[config.mk]
export PLATFORM = sky130hd
export DESIGN_NAME = spna_root_lane
export DESIGN_NICKNAME = d
export VERILOG_FILES = /design/src/rtl/spna_pkg.sv /design/src/rtl/spna_root_lane.sv
export SDC_FILE = /design/constraint.sdc
export NUM_CORES = 1
export LEC_CHECK = 0
export ABC_AREA = 0
export BUFFER_PORTS_ARGS = -buffer_cell sky130_fd_sc_hd__buf_2
export CORE_MARGIN = 3
export CORE_UTILIZATION = 50
export DETAILED_ROUTE_END_ITERATION = 12
export HOLD_SLACK_MARGIN = 0.1
export PLACE_DENSITY = 0.66
export SYNTH_ARGS = -nofsm -noshare
export SYNTH_HDL_FRONTEND = slang
export SYNTH_SLANG_ARGS = --single-unit
[constraint.sdc]
create_clock -name clk -period 8.2 [get_ports clk]
set_clock_uncertainty 0.1 [all_clocks]
set_input_delay 0.41 -clock clk [delete_from_list [all_inputs] [get_ports clk]]
set_output_delay 0.41 -clock clk [all_outputs]
set_load 0.02 [all_outputs]
[src/rtl/spna_pkg.sv]
// Shared types, constants and the power-of-three table for the sparse
// negacyclic polynomial audit. No dependencies.
package spna_pkg;

  localparam int TERM_COUNT      = 6;
  localparam int RING_LENGTH     = 128;
  localparam int FIELD_PRIME     = 257;
  localparam int ROOT_BASE       = 3;
  localparam int ROOT_COUNT      = (FIELD_PRIME - 1) / 2;
  localparam int ROOT_INDEX_W    = $clog2(ROOT_COUNT);
  localparam int EXP_W           = ROOT_INDEX_W + 1;
  localparam int DEF_ROOT_LANES  = 16;
  localparam int POS_W           = 7;
  localparam int COEF_W          = 3;
  localparam int HALF_RING       = RING_LENGTH / 2;
  localparam int LAG_W           = $clog2(HALF_RING);
  localparam int RES_W           = 9;
  localparam int ENERGY_W        = 12;
  localparam int ENERGY_MAX      = 4095;
  localparam int PAIR_COUNT      = TERM_COUNT * (TERM_COUNT - 1) / 2;

  typedef logic [POS_W-1:0]         pos_t;
  typedef logic signed [COEF_W-1:0] coef_t;
  typedef logic [RES_W-1:0]         res_t;
  typedef logic [LAG_W-1:0]         lag_t;
  typedef logic signed [5:0]        pval_t;
  typedef logic [ENERGY_W-1:0]      energy_t;

  typedef struct packed {
    logic vld;
    logic last;
  } issue_t;

  typedef logic [FIELD_PRIME-2:0][RES_W-1:0] pow_tbl_t;

  function automatic pow_tbl_t pow3_table();
    pow_tbl_t t;
    int acc;
    acc = 1;
    for (int k = 0; k < FIELD_PRIME - 1; k++) begin
      t[k] = RES_W'(acc);
      acc = (acc * ROOT_BASE) % FIELD_PRIME;
    end
    return t;
  endfunction

  localparam pow_tbl_t POW3 = pow3_table();

endpackage

[src/rtl/spna_root_lane.sv]
// One root lane: evaluates the polynomial mod 257 at one odd power of 3
// per cycle, two register stages. Depends on spna_pkg.
module spna_root_lane #(
  parameter int LANE_ID = 0,
  parameter int LANES   = spna_pkg::DEF_ROOT_LANES
) (
  input  logic                                         clk,
  input  logic [spna_pkg::ROOT_INDEX_W-$clog2(LANES)-1:0] grp,
  input  spna_pkg::pos_t                               pos  [spna_pkg::TERM_COUNT],
  input  spna_pkg::coef_t                              coef [spna_pkg::TERM_COUNT],
  output logic                                         hit
);

  localparam int LANE_W = $clog2(LANES);

  logic [spna_pkg::ROOT_INDEX_W-1:0] idx;
  logic [spna_pkg::EXP_W-1:0]        e;
  spna_pkg::res_t                    pw_c [spna_pkg::TERM_COUNT];
  spna_pkg::res_t                    pw_q [spna_pkg::TERM_COUNT];
  spna_pkg::coef_t                   cf_q [spna_pkg::TERM_COUNT];
  logic signed [15:0]                sum_c;
  logic [14:0]                       mag;

  assign idx = {grp, LANE_W'(LANE_ID)};
  assign e   = {idx, 1'b1};

  always_comb begin
    logic [spna_pkg::EXP_W-1:0] k;
    for (int t = 0; t < spna_pkg::TERM_COUNT; t++) begin
      k = e * spna_pkg::EXP_W'(pos[t]);
      pw_c[t] = spna_pkg::POW3[k];
    end
  end

  // 256 = -1 mod 257: |sum| < 6400 is a multiple of 257 iff low byte == high part
  always_comb begin
    sum_c = '0;
    for (int t = 0; t < spna_pkg::TERM_COUNT; t++) begin
      sum_c = sum_c + 16'(cf_q[t]) * $signed({7'd0, pw_q[t]});
    end
    mag = sum_c[15] ? 15'(-sum_c) : sum_c[14:0];
  end

  always_ff @(posedge clk) begin
    pw_q <= pw_c;
    cf_q <= coef;
    hit  <= (mag[7:0] == 8'(mag[14:8]));
  end

endmodule

* Word level (Yosys, flattened, before mapping) *
Memories as Yosys holds them, arrays and structs flattened. A register that Yosys moved wholly into a read port is not among the register bits.
Cells that the tools add are included.

storage, ports and cells
  bits in registers = 19
  bits in read-only memories = 13,824
  input port bits = 64
  memories kept = 6

memory list
  memory           words  width  rd ports  clocked after memory_dff  wr ports  RTL line              text
  (no name shown)  256    9      1         1                         0         spna_root_lane.sv:31  pw_c[t] = spna_pkg::POW3[k];
  (no name shown)  256    9      1         1                         0         spna_root_lane.sv:31
  (no name shown)  256    9      1         1                         0         spna_root_lane.sv:31
  (no name shown)  256    9      1         1                         0         spna_root_lane.sv:31
  (no name shown)  256    9      1         1                         0         spna_root_lane.sv:31
  (no name shown)  256    9      1         1                         0         spna_root_lane.sv:31

cells by class
  add/sub/neg operators = 6
  multiply operators = 12
  eq/ne operators = 1
  mux-type cells = 1

operators with widths
  kind            count
  $mul 3x10->13   6
  $mul 8x7->8     6
  $add 16x13->16  2
  $add 15x13->16  1
  $add 14x13->15  1
  $mux 15         1
  $neg 15->15     1
  $add 13x13->14  1
  $eq 8x7->1      1

* Logic depth before layout (Yosys ltp) *
  depth after elaboration = 9
  mapped depth = 27

* Worst setup path before layout *
Ideal clock, no wire load.

  path type = flip-flop to flip-flop
  start = register cf_q[8] in the netlist's numbering
  end = register hit
  data arrival time = 6.941 ns
  data required time = 8.012 ns
  path slack = 1.071 ns
  stages on the path, launching flop included = 28
  buffers on the path = 1
  period minus slack after synthesis = 7.129 ns
  cells stage by stage = dfxtp_1 > inv_1 > nor2_1 > fa_1 > inv_1 > fa_1 > inv_1 > fa_1 > fa_1 > inv_1 > fa_1 > inv_1 > fa_1 > inv_1 > fa_1 > inv_1 > ha_1 > fa_1 > a211oi_2 > o21ai_1 > a31oi_1 > xnor2_1 > or2_1 > clkbuf_1 > nor4b_1 > o2bb2ai_1 > a211oi_1 > nor4_2

on the way
  word-level cells in the longest chain between the ends = 7

ends and longest elaborated chain
  element                           RTL line              text
  start: declaration                spna_root_lane.sv:20  spna_pkg::coef_t cf_q [spna_pkg::TERM_COUNT];
  start signal: assignment          spna_root_lane.sv:46  cf_q <= coef;
  $mul 3x10->13 (*)                 spna_root_lane.sv:39  sum_c = sum_c + 16'(cf_q[t]) * $signed({7'd0, pw_q[t]});
  $add 15x13->16 (*)                spna_root_lane.sv:39
  $add 16x13->16 (*) (2 in series)  spna_root_lane.sv:39
  $neg 15->15                       spna_root_lane.sv:41  mag = sum_c[15] ? 15'(-sum_c) : sum_c[14:0];
  $mux 15 (*)                       spna_root_lane.sv:41
  $eq 8x7->1 (*)                    spna_root_lane.sv:47  hit <= (mag[7:0] == 8'(mag[14:8]));
  end signal: assignment            spna_root_lane.sv:47
  end: declaration                  spna_root_lane.sv:11  output logic hit

Mark *: on every way between the ends. The rest lies on a longest branch, timed or not.

* Worst setup path after layout *
  start = register cf_q[11] in the netlist's numbering
  end = register hit

on the way
  word-level cells in the longest chain between the ends = 8

ends and longest elaborated chain
  element                           RTL line
  $mul 3x10->13 (*)                 spna_root_lane.sv:39
  $add 14x13->15 (*)                spna_root_lane.sv:39
  $add 15x13->16 (*)                spna_root_lane.sv:39
  $add 16x13->16 (*) (2 in series)  spna_root_lane.sv:39
  $neg 15->15                       spna_root_lane.sv:41
  $mux 15 (*)                       spna_root_lane.sv:41
  $eq 8x7->1 (*)                    spna_root_lane.sv:47

Marked as above.

==> flow_summary_export.csv <==
group,metric,value,unit
floorplanning,fp.dieW,207.6,um
synthesis,synth_area_leader_cell,"fa_1",
setup_path,startpoint_type,"flip-flop",
grt,grt_pass1_vias,19410,
placement,numPortBuffers,64,
sta,setup_viol,0,
setup_path,cp_max_fo,10,
cells_and_area,fin_nets,3168,
setup_path,worstPathArrival,7770,ps
routing,num_vias,20890,
floorplanning,start_util,50.89,%
sta,fmax,0.1313,GHz
cts,clk_latency,350,ps
sta,drv_slew,0,
cts,cts_tree,"yes",
grt,grt_usage,28.39,%
setup_path,crit_path_frequent_cell,"fa_1",
synthesis,synthTopCellsByCount,"nand2_1, o21ai_0, a21oi_1",
setup_path,crit_required,8360,ps
synthesis,yosysSeqAreaShare,7.194,%
grt,gr-usage-met3,4.277,%
floorplanning,rows,73,
status,status,"complete, no violations",
synthesis,async_reset_ff_share,0,%
placement,gp_congestion,0.9670,
sta,slew_headroom,31.76,%
setup_path,critPathSlowestCell,"fa_1",
sta,worst_pin_slew,997.7,ps
setup_path,critical_path_class,"flip-flop to flip-flop",
sta,grt_setup_unrepaired,"false",
cts,htree_levels,3,
cts,cts.path.max_buffers,2,
grt,grtUsageMet2,45.13,%
routing,firstDrtPassIters,9,
synthesis,synth_area_leaders,"fa_1, ha_1, o21ai_0",
routing,vias_per_cell,6.254,
cells_and_area,fin_util,52.80,%
cells_and_area,fill_cells,3915,
placement,dp_hpwl,48110,um
synthesis,synth_seq_cells,73,
setup_path,reg2reg_depth,26,
flow_run,max-cap-violations,0,
sta,hold_viol_final,0,
cts,clk_pin_slew_worst_paths,60,ps
sta,finalCriticalPeriod,7615,ps
synthesis,ys_warn_count,0,
setup_path,cpPeakStageDelay,550,ps
grt,grt_pass1_wl,103100,um
routing,wl,63900,um
synthesis,syn_nets,3278,
grt,met1_usage,40.57,%
synthesis,netlist_instances,2919,
sta,finalSetupTns,0,ps
routing,post_drt_wl_per_cell,19.13,um
synthesis,netlist-cell-type-count,86,
synthesis,synth_edf_count,0,
grt,busiest_layer,"met2",
synthesis,postSynthAreaPerCell,6.959,um^2
cts,cts_setup_buffers,0,
min_path,hp-class,"input pin to flip-flop",
routing,drt_iter0_drc,2680,
routing,drc,0,
synthesis,netlist.area_leader.share,15.57,%
sta,fin_crit_sh,92.86,%
floorplanning,die-area,43080,um^2
grt,grt_max_degree,80,
cts,cts_buffers,9,
floorplanning,die_height,207.6,um
routing,ant_nets,0,
cells_and_area,area_delta_synth_final,3.745,%
min_path,min_path_cells,1,
synthesis,synthesis.area,20310,um^2
cells_and_area,drive_above_1_share,6.503,%
synthesis,synth.most_common_cell,"nand2_1",
grt,overflow,0,
cts,cts_sinks,73,
cts,cts-root-buf,"clkbuf_16",
floorplanning,num_io_pins,65,
synthesis,synth_ff_type,"dfxtp_1",
floorplanning,core,39910,um^2
setup_path,endpoint_kind,"flip-flop",
grt,grt_antenna_before_repair,3,
placed cells by master, fill, tap and decap left out, drive strengths merged, types with 7 or more instances in the layout:
cell type / n
nand2: 371
clkbuf: 10
o211ai: 74
o21a: 20
xnor2: 44
nor2b: 27
a211o: 12
o311ai: 13
a311oi: 13
dlygate4sd3: 16
ha: 137
nor2: 252
nand2b: 74
inv: 240
a21o: 26
dfxtp: 73
o22ai: 7
a31oi: 41
and2: 83
nor3: 35
buf: 92
a21boi: 14
nand3: 50
xor2: 14
a221oi: 7
nand3b: 8
o31ai: 26
and3: 7
a21oi: 252
or2: 11
mux2: 9
o21ai: 344
fa: 158
mux2i: 40
a211oi: 77
nor3b: 7
mux4: 33
registers in the layout (all words and copies together) (netlist names):
| register | flops |
|---|---|
| pw_q | 54 |
| cf_q | 18 |
| hit | 1 |
what timing repair did:
item | 4_1_cts | 5_1_grt
gates resized for setup | 0 | 1
hold endpoints to repair | 13 | 3
hold buffers | 13 | 3
setup endpoints to repair | 0 | 1
metal layers:
| metal | wire length, um | vias to the layer above |
|---|---|---|
| met3 | 5666 | 126 |
| li1 | - | 9950 |
| met4 | 1821 | 2 |
| met2 | 28790 | 1056 |
| met1 | 27600 | 9760 |
| met5 | 20 | - |
worst paths after layout:
path | startpoint | endpoint | slack (ps)
setup / recovery | cf_q[11] | hit | 590
hold / removal | coef[14] | cf_q[14] | 110
setup reg to reg | cf_q[11] | hit | 590
hold reg to reg | pw_q[29] | hit | 1140
area by class of cell:
| cell class | count | area, um^2 | share of cell area, % |
|---|---|---|---|
| timing repair buffer | 108 | 690.7 | 3.277 |
| tap | 525 | 656.9 | 3.117 |
| antenna | 2 | 5.005 | 0.02375 |
| clock inverter | 6 | 48.80 | 0.2315 |
| clock buffer | 10 | 239.0 | 1.134 |
| multi-input combinational | 2375 | 17060 | 80.97 |
| sequential | 73 | 1463 | 6.940 |
| inverter | 242 | 908.4 | 4.310 |
per-stage QoR:
step                cells  setup WS, ps  hold WS [ps]  cell area [um^2]
global placement     3307         692.1         415.6             20620
floorplan            2919          1071         337.7             20310
detailed placement   3307         562.4         415.6             20620
global route         3341         113.0         102.5             21080
CTS                  3336         532.7         100.4             21040
finish               3341         585.4         111.0             21080
worst max-delay path: cells and delay by family (launching register included):
family,cells,cell delay (ps)
fa+ha+maj,9,4370
compound gates,6,1570
xor+xnor,2,350
buf+inv,7,460
simple gates,2,290
flops,1,390
cell families (layout without fill, tap and decap cells):
group	Yosys count	count (layout)	share of synthesized area [%]
and+or+nand+nor	947	947	21.29
DFF	73	73	7.194
AOI/OAI and AO/OA	992	992	29.93
muxes	82	82	6.128
other	0	2	0
xor gates and xnor gates	59	59	2.648
buffers and inverters	471	366	8.808
adders and majority gates	295	295	24.01
Power is not shown: default switching activity piles up to over one toggle a cycle in this logic, so the estimate is an artifact.
